===== src/hw/rtl/gfau_pkg.sv =====
// gfau_pkg: opcodes, stage word type and GF(2^8) helper functions
// for the AES field (reduction polynomial 0x11B). No dependencies.
`default_nettype none

package gfau_pkg;

	localparam logic [8:0] GF_POLY    = 9'h11B;
	localparam logic [7:0] GF_INV_EXP = 8'd254;
	localparam int unsigned N_STAGES  = 8;

	typedef enum logic [1:0] {
		OP_ADD = 2'd0,
		OP_MUL = 2'd1,
		OP_POW = 2'd2,
		OP_INV = 2'd3
	} gfau_op_t;

	// one word in flight: running product, running square, exponent bits left
	typedef struct packed {
		logic       vld;
		logic [7:0] acc;
		logic [7:0] sq;
		logic [7:0] ebits;
	} gfau_word_t;

	function automatic logic [7:0] gf_xtime(input logic [7:0] v);
		logic [8:0] t;
		t = {v, 1'b0};
		if (t[8]) begin
			t = t ^ GF_POLY;
		end
		return t[7:0];
	endfunction

	function automatic logic [7:0] gf_mul(input logic [7:0] x, input logic [7:0] y);
		logic [7:0] acc;
		logic [7:0] sh;
		acc = 8'h00;
		sh  = x;
		for (int i = 0; i < 8; i++) begin
			if (y[i]) begin
				acc = acc ^ sh;
			end
			sh = gf_xtime(sh);
		end
		return acc;
	endfunction

endpackage : gfau_pkg

`default_nettype wire


===== src/hw/rtl/gfau_stage.sv =====
// gfau_stage: one square-and-multiply step on exponent bit 0, registered.
// Depends on gfau_pkg.
`default_nettype none

module gfau_stage (
	input  wire logic               clk,
	input  wire logic               arst_n,
	input  wire gfau_pkg::gfau_word_t din,
	output gfau_pkg::gfau_word_t    dout
);
	import gfau_pkg::*;

	logic       vld_q;
	logic [7:0] acc_q;
	logic [7:0] sq_q;
	logic [7:0] ebits_q;
	logic [7:0] acc_nxt;

	assign acc_nxt = din.ebits[0] ? gf_mul(din.acc, din.sq) : din.acc;

	always_ff @(posedge clk or negedge arst_n) begin
		if (!arst_n) begin
			vld_q <= 1'b0;
		end else begin
			vld_q <= din.vld;
		end
	end

	always_ff @(posedge clk) begin
		acc_q   <= acc_nxt;
		sq_q    <= gf_mul(din.sq, din.sq);
		ebits_q <= {1'b0, din.ebits[7:1]};
	end

	assign dout = '{vld: vld_q, acc: acc_q, sq: sq_q, ebits: ebits_q};

endmodule : gfau_stage

`default_nettype wire


===== src/hw/rtl/gf256_arithmetic_unit.sv =====
// gf256_arithmetic_unit: pipelined GF(2^8) add, multiply, power and inverse.
// Depends on gfau_pkg and gfau_stage.
//
// channel   dir  signals                                     transfer
// command   in   start, busy, opcode, operand_a/b, exponent  start && !busy
// result    out  done, result                                done, one cycle
//
// One word enters every cycle; busy stays low.
// Eight registered square-and-multiply stages, one per exponent bit.
// Multiply runs as a single step, add passes through untouched.
// Reset clears the valid bits only; words in flight are dropped.
// The receiver cannot stall, so the pipeline never holds.
`default_nettype none

module gf256_arithmetic_unit (
	input  wire logic       clk,
	input  wire logic       arst_n,
	input  wire logic       start,
	output logic            busy,
	input  wire logic [1:0] opcode,
	input  wire logic [7:0] operand_a,
	input  wire logic [7:0] operand_b,
	input  wire logic [7:0] exponent,
	output logic            done,
	output logic [7:0]      result
);
	import gfau_pkg::*;

	gfau_word_t entry;
	gfau_word_t word_s [0:N_STAGES];

	assign busy = 1'b0;

	always_comb begin
		entry.vld = start && !busy;
		unique case (gfau_op_t'(opcode))
			OP_ADD: begin
				entry.acc   = operand_a ^ operand_b;
				entry.sq    = 8'h00;
				entry.ebits = 8'h00;
			end
			OP_MUL: begin
				entry.acc   = operand_a;
				entry.sq    = operand_b;
				entry.ebits = 8'h01;
			end
			OP_POW: begin
				entry.acc   = 8'h01;
				entry.sq    = operand_a;
				entry.ebits = exponent;
			end
			OP_INV: begin
				entry.acc   = 8'h01;
				entry.sq    = operand_a;
				entry.ebits = GF_INV_EXP;
			end
			default: begin
				entry.acc   = 8'h00;
				entry.sq    = 8'h00;
				entry.ebits = 8'h00;
			end
		endcase
	end

	assign word_s[0] = entry;

	for (genvar g = 0; g < N_STAGES; g++) begin : g_stage
		gfau_stage u_stage (
			.clk   (clk),
			.arst_n(arst_n),
			.din   (word_s[g]),
			.dout  (word_s[g+1])
		);
	end

	assign done   = word_s[N_STAGES].vld;
	assign result = word_s[N_STAGES].acc;

	a_latency: assert property (@(posedge clk) disable iff (!arst_n)
		(start && !busy) |-> ##8 done)
		else $error("accepted word did not emerge after 8 cycles");

	a_no_ghost: assert property (@(posedge clk) disable iff (!arst_n)
		done |-> $past(start && !busy, 8))
		else $error("result strobe without a matching command");

	a_add: assert property (@(posedge clk) disable iff (!arst_n)
		(start && !busy && opcode == OP_ADD) |-> ##8
		(result == $past(operand_a ^ operand_b, 8)))
		else $error("add result mismatch");

	a_inv: assert property (@(posedge clk) disable iff (!arst_n)
		(start && !busy && opcode == OP_INV) |-> ##8
		(($past(operand_a, 8) == 8'h00 && result == 8'h00) ||
		 gf_mul(result, $past(operand_a, 8)) == 8'h01))
		else $error("inverse result mismatch");

endmodule : gf256_arithmetic_unit

`default_nettype wire


===== config.mk =====
export PLATFORM = sky130hd
export DESIGN_NAME = gf256_arithmetic_unit
export DESIGN_NICKNAME = d
export VERILOG_FILES = /design/src/hw/rtl/gfau_pkg.sv /design/src/hw/rtl/gfau_stage.sv /design/src/hw/rtl/gf256_arithmetic_unit.sv
export SDC_FILE = /design/constraint.sdc
export NUM_CORES = 1
export LEC_CHECK = 0
export ABC_AREA = 1
export BUFFER_PORTS_ARGS = -buffer_cell sky130_fd_sc_hd__clkbuf_2
export CAP_MARGIN = 0
export CORE_MARGIN = 5
export CORE_UTILIZATION = 35
export DETAILED_ROUTE_END_ITERATION = 8
export PLACE_DENSITY = 0.56
export SETUP_SLACK_MARGIN = 0.4
export SKIP_LAST_GASP = 1
export SLEW_MARGIN = 20
export SYNTH_ARGS = -nofsm -noshare
export SYNTH_HDL_FRONTEND = slang
export SYNTH_SLANG_ARGS = --single-unit

===== constraint.sdc =====
create_clock -name clk -period 4.41 [get_ports clk]
set_input_delay 0.882 -clock clk [delete_from_list [all_inputs] [get_ports clk]]
set_output_delay 0.882 -clock clk [all_outputs]
set_load 0.005 [all_outputs]

==> Yosys cells after proc, flatten, opt, wreduce, memory -nomap -nowiden <==
Index checks and enable logic that the tools add are counted.
{ "op_classes": {"n_bitwise": 211, "muxes": 234, "eq_ne": 3, "n_reduce_logical": 1} }
{ "op_table": {"columns": ["operator", "count"], "rows": [
  ["8-bit two-way mux", 128],
  ["8-bit XOR", 106],
  ["5-bit two-way mux", 105],
  ["4-bit NOT", 105],
  ["24-bit case mux with 4 select lines", 1],
  ["2-bit == test (second input constant)", 2],
  ["2-bit by 1-bit == test with 1-bit output (second input constant)", 1],
  ["2-bit logical NOT", 1]
]} }
{ "totals": {"elab_cells": 479, "ff_bits": 156} }

==> Depth between registers and ports, before layout <==
{ "logic_depth": {"ltp_word": 19, "depth_mapped": 21} }

==> Hierarchy <==
From an unflattened synthesis, not the netlist that was laid out.
{ "hier_totals": {"cells_unflattened": 4554, "hier_area_um2": 25926.1} }
{ "modules_own_cells": {"columns": ["mod", "cells_per_inst", "area_per_inst_um2", "seq_area_each_um2", "n_inst"], "rows": [
  ["gfau_stage", 559, 3186.8, 485.5, 8],
  ["gf256_arithmetic_unit", 82, 431.7, 0.0, 1]
]} }

==> Least setup slack after synthesis <==
Ideal clock, no wire load.
{ "synth_path": {"path_kind": "input to register", "start": "input opcode[1]", "end": "register g_stage[0].u_stage.sq_q[6]", "required_ps": 4298, "path_buffers": 2, "path_stages": 16, "setup_slack_ps": 1286, "setup_time_ps": 112, "arrival_time_ps": 3012, "cell_sequence": "inv_2 nand2_4 o22ai_1 buf_2 buf_1 ha_1 inv_1 nand2_1 nand3_1 nand2_1 nand2_1 xor2_1 inv_1 or2_0 nand3_1 nand2_1"} }
{ "synth_between": {"elab_chain_cells": 17} }
{ "synth_lines": {"columns": ["item", "line", "source"], "rows": [
  ["from (decl)", "gf256_arithmetic_unit.sv:20", "input wire logic [1:0] opcode,"],
  ["2-bit == test, or another cell as far along", "gf256_arithmetic_unit.sv:36", "unique case (gfau_op_t'(opcode))"],
  ["24-bit case mux with 4 select lines (*)", "gf256_arithmetic_unit.sv:36", null],
  ["8-bit two-way mux", "gfau_pkg.sv:41", "if (y[i]) begin"],
  ["8-bit XOR", "gfau_pkg.sv:42", "acc = acc ^ sh;"],
  ["8-bit two-way mux", "gfau_pkg.sv:41", null],
  ["8-bit XOR", "gfau_pkg.sv:42", null],
  ["8-bit two-way mux", "gfau_pkg.sv:41", null],
  ["8-bit XOR", "gfau_pkg.sv:42", null],
  ["8-bit two-way mux", "gfau_pkg.sv:41", null],
  ["8-bit XOR", "gfau_pkg.sv:42", null],
  ["8-bit two-way mux", "gfau_pkg.sv:41", null],
  ["8-bit XOR", "gfau_pkg.sv:42", null],
  ["8-bit two-way mux", "gfau_pkg.sv:41", null],
  ["8-bit XOR", "gfau_pkg.sv:42", null],
  ["8-bit two-way mux", "gfau_pkg.sv:41", null],
  ["8-bit XOR", "gfau_pkg.sv:42", null],
  ["8-bit two-way mux (*)", "gfau_pkg.sv:41", null],
  ["to (signal assigned)", "gfau_stage.sv:31", "sq_q <= gf_mul(din.sq, din.sq);"],
  ["to (decl)", "gfau_stage.sv:15", "logic [7:0] sq_q;"]
]} }
Every way passes the cells marked *; elsewhere a longest branch is shown, timed or not.

==> Worst setup path in the final report <==
{ "layout_path": {"start": "input opcode[1]", "end": "register g_stage[0].u_stage.sq_q[3]"} }
{ "layout_between": {"elab_chain_cells": 18} }
{ "layout_lines": {"columns": ["item", "line", "source"], "rows": [
  ["2-bit == test, or another cell as far along", "gf256_arithmetic_unit.sv:36", null],
  ["24-bit case mux with 4 select lines (*)", "gf256_arithmetic_unit.sv:36", null],
  ["4-bit NOT (no source line)", null, null],
  ["5-bit two-way mux", "gfau_pkg.sv:29", "if (t[8]) begin"],
  ["8-bit XOR", "gfau_pkg.sv:42", null],
  ["8-bit two-way mux", "gfau_pkg.sv:41", null],
  ["8-bit XOR", "gfau_pkg.sv:42", null],
  ["8-bit two-way mux", "gfau_pkg.sv:41", null],
  ["[2 not listed]", null, null],
  ["8-bit XOR", "gfau_pkg.sv:42", null],
  ["8-bit two-way mux", "gfau_pkg.sv:41", null],
  ["8-bit XOR", "gfau_pkg.sv:42", null],
  ["8-bit two-way mux", "gfau_pkg.sv:41", null],
  ["8-bit XOR", "gfau_pkg.sv:42", null],
  ["8-bit two-way mux", "gfau_pkg.sv:41", null],
  ["8-bit XOR", "gfau_pkg.sv:42", null],
  ["8-bit two-way mux (*)", "gfau_pkg.sv:41", null]
]} }
Marked as above.

==> reports/qor.yml <==
outcome:
  status: "complete, no violations"
floorplan:
  start_util: 0.353
  die_x_um: 249
  die-area_um2: 61800
  core-area_um2: 56400
  ios: 39
  row_count: 87
  die_y_um: 249
layout:
  nets: 3223
  drive_gt1_frac: 0.0475
  antenna_cells: 0
  final_common_cell: "nand2_1"
  layout_common_cells: "1081 x nand2_1, 486 x xor2_1, 368 x nor2_1"
  synthToLayoutAreaGrowth_pct: 6.68
sta:
  worstMarginPinSlew_ns: 0.873
  finalSetupTns_ns: 0
  fmax_ghz: 0.330
  hold_viol_final: 0
  final.period_utilization: 0.688
  setup_viol: 0
  rsz0062_at_grt: "no"
  relSlewSlack: 0.416
  setup_ws_ns: 1.38
  period_minus_slack_ns: 3.03
  drv_slew: 0
  clock_skew_ns: 0.0155
min_path:
  hp-class: "primary input to async pin"
flow_run:
  drv_cap: 0
route:
  via_per_inst: 4.61
  dr_total_vias: 18231
  first_pass_iters: 5
  drc_errors: 0
  routed_wl_um: 52900
  avgRoutedWirePerCell_um: 13.4
  ant_nets: 0
  drt_iter0_markers: 1074
yosys:
  ys.flop_type: "dfxtp_1"
  ys_ff_latch: 156
  netlist_instances: 3228
  yosysWarnings: 0
  syn-cell-area_um2: 19900
  yosysSeqAreaShare: 0.159
  ys_types: 43
  synthArstFlopShare: 0.0513
  syn_nets: 3264
  postSynthAreaPerCell_um2: 6.17
  synth-edff-count: 0
grt:
  grt_util_met1: 0.217
  globalRouteTotalUtil: 0.170
  grt_pass1_wl_um: 88400
  gr-usage-met3: 0.0260
  grt_remaining_overflow: 0
  antenna_found_initial: 0
  grt.busiest_layer: "met2"
  use_met2: 0.293
  grt_start_max_net_pins: 23
  first_global_vias: 17305
placed_design:
  portBuffers: 37
  hpwl_um: 39700
  gp_congestion: 0.872
  preCtsSetupSlack_ns: 0.919
setup_path:
  crit_path_start_kind: "primary input"
  required_ns: 4.79
  crit_fanout: 16
  criticalPathCategory: "primary input to register"
  cp-end-kind: "register"
  arrival_ns: 3.42
clock_tree:
  cts_max_level: 4
  numCtsBuffers: 17
  cts-hold-fix-buffers: 0
  path_clk_slew_ns: 0.07
  cts_tree: "yes"
  cts_setup_buffers: 0
  root_buffer: "clkbuf_16"
  clock_path_buffers: 2
  clk_latency_ns: 0.48
  ctsResizeCount: 0
  cts_sinks: 156
[final cells by class]
type | count | area (um^2)
Clock inverter | 13 | 128
Multi-Input combinational cell | 2698 | 15200
Sequential cell | 156 | 3160
Tap cell | 756 | 946
Timing Repair Buffer | 61 | 365
Fill cell | 6227 | 35100
Inverter | 253 | 950
Clock buffer | 19 | 453
[cells in the mapped netlist (2+ instances only)]
master	n	area share
nand2_2	10	0.0031
buf_1	6	0.0011
inv_1	231	0.044
and2_1	2	0.00063
or2_1	2	0.00063
o22ai_1	3	0.00094
o21ai_1	6	0.0015
buf_4	6	0.0023
nand3_1	172	0.043
nand4_1	6	0.0019
xor2_2	6	0.0049
a21oi_1	33	0.0083
buf_2	49	0.012
nand3b_1	8	0.0030
clkbuf_1	57	0.011
dfxtp_1	148	0.15
xor2_1	486	0.21
buf_6	3	0.0017
o21bai_1	4	0.0015
dfrtp_1	8	0.010
or2_0	5	0.0016
clkinv_1	15	0.0028
nor2_1	368	0.069
xnor2_1	358	0.16
or2_2	19	0.0060
ha_1	7	0.0044
o21ai_0	100	0.025
o22ai_2	4	0.0025
inv_2	7	0.0013
nor2_2	3	0.00094
nand2b_1	2	0.00063
xor2_4	3	0.0041
nand2_1	1081	0.20
[cells by family after synthesis]
| logic type | count (synthesis) | share of synthesized area |
|---|---|---|
| flip-flops | 156 | 0.159 |
| XOR/XNOR | 855 | 0.382 |
| AND/OR/NAND/NOR | 1681 | 0.336 |
| adder cells (fa/ha/maj) | 7 | 0.00440 |
| buffers and inverters | 374 | 0.0758 |
| other | 1 | 0.000188 |
| AO/OA/AOI/OAI | 154 | 0.0420 |
[critical path, cell delays in order]
cell      delay [ns]
clkbuf_2        0.09
inv_2           0.24
nand2_4         0.15
o22ai_1         0.46
inv_1           0.36
nand2_1         0.13
nand2_1         0.11
nand2_1         0.12
nand2_2         0.14
inv_2           0.11
nand2_1         0.07
nand2_1         0.08
nor2_1          0.05
xnor2_1         0.24
inv_1           0.07
nand2_1         0.06
nand2_1         0.04
[per-layer routing]
| metal | vias up | part of all wire | wire length, um |
|---|---|---|---|
| li1 | 9648 | - | - |
| met1 | 8226 | 0.46 | 24500 |
| met2 | 285 | 0.48 | 25400 |
| met3 | 72 | 0.033 | 1730 |
| met4 | 0 | 0.023 | 1240 |
| met5 | - | 0 | 0 |
[stage by stage]
stage               instance area, um^2   util  cells  hold slack, ns
detailed placement                20700  0.367   3924           0.312
global placement                  20700  0.367   3924           0.310
CTS                               21200  0.377   3956           0.198
floorplan                         19900      -   3228           0.310
global route                      21200  0.377   3956           0.223
finish                            21200  0.377   3956           0.234
[flip-flops by register name, summed over array words and instances, names as in the netlist]
signal and count:
g_stage.u_stage.acc_q 64, g_stage.u_stage.sq_q 56, g_stage.u_stage.ebits_q 28, g_stage.u_stage.vld_q 8
[worst paths after layout]
path / start / to / slack [ns] / depth (start not counted)
max: opcode[1] / g_stage[0].u_stage.sq_q[3] / 1.38 / 17
min: arst_n / g_stage[6].u_stage.vld_q / 0.23 / 1
max reg2reg: g_stage[0].u_stage.sq_q[7] / g_stage[1].u_stage.sq_q[6] / 1.78 / 10
min reg2reg: g_stage[2].u_stage.ebits_q[2] / g_stage[3].u_stage.ebits_q[1] / 0.33 / 0
max in group asynchronous: arst_n / g_stage[1].u_stage.vld_q / 4.01 / 1
min in group clk: g_stage[2].u_stage.ebits_q[2] / g_stage[3].u_stage.ebits_q[1] / 0.33 / 0
Power is left out: the tool's default activity adds up to more than one toggle a clock period on the data nets, which glitch-free logic cannot reach.
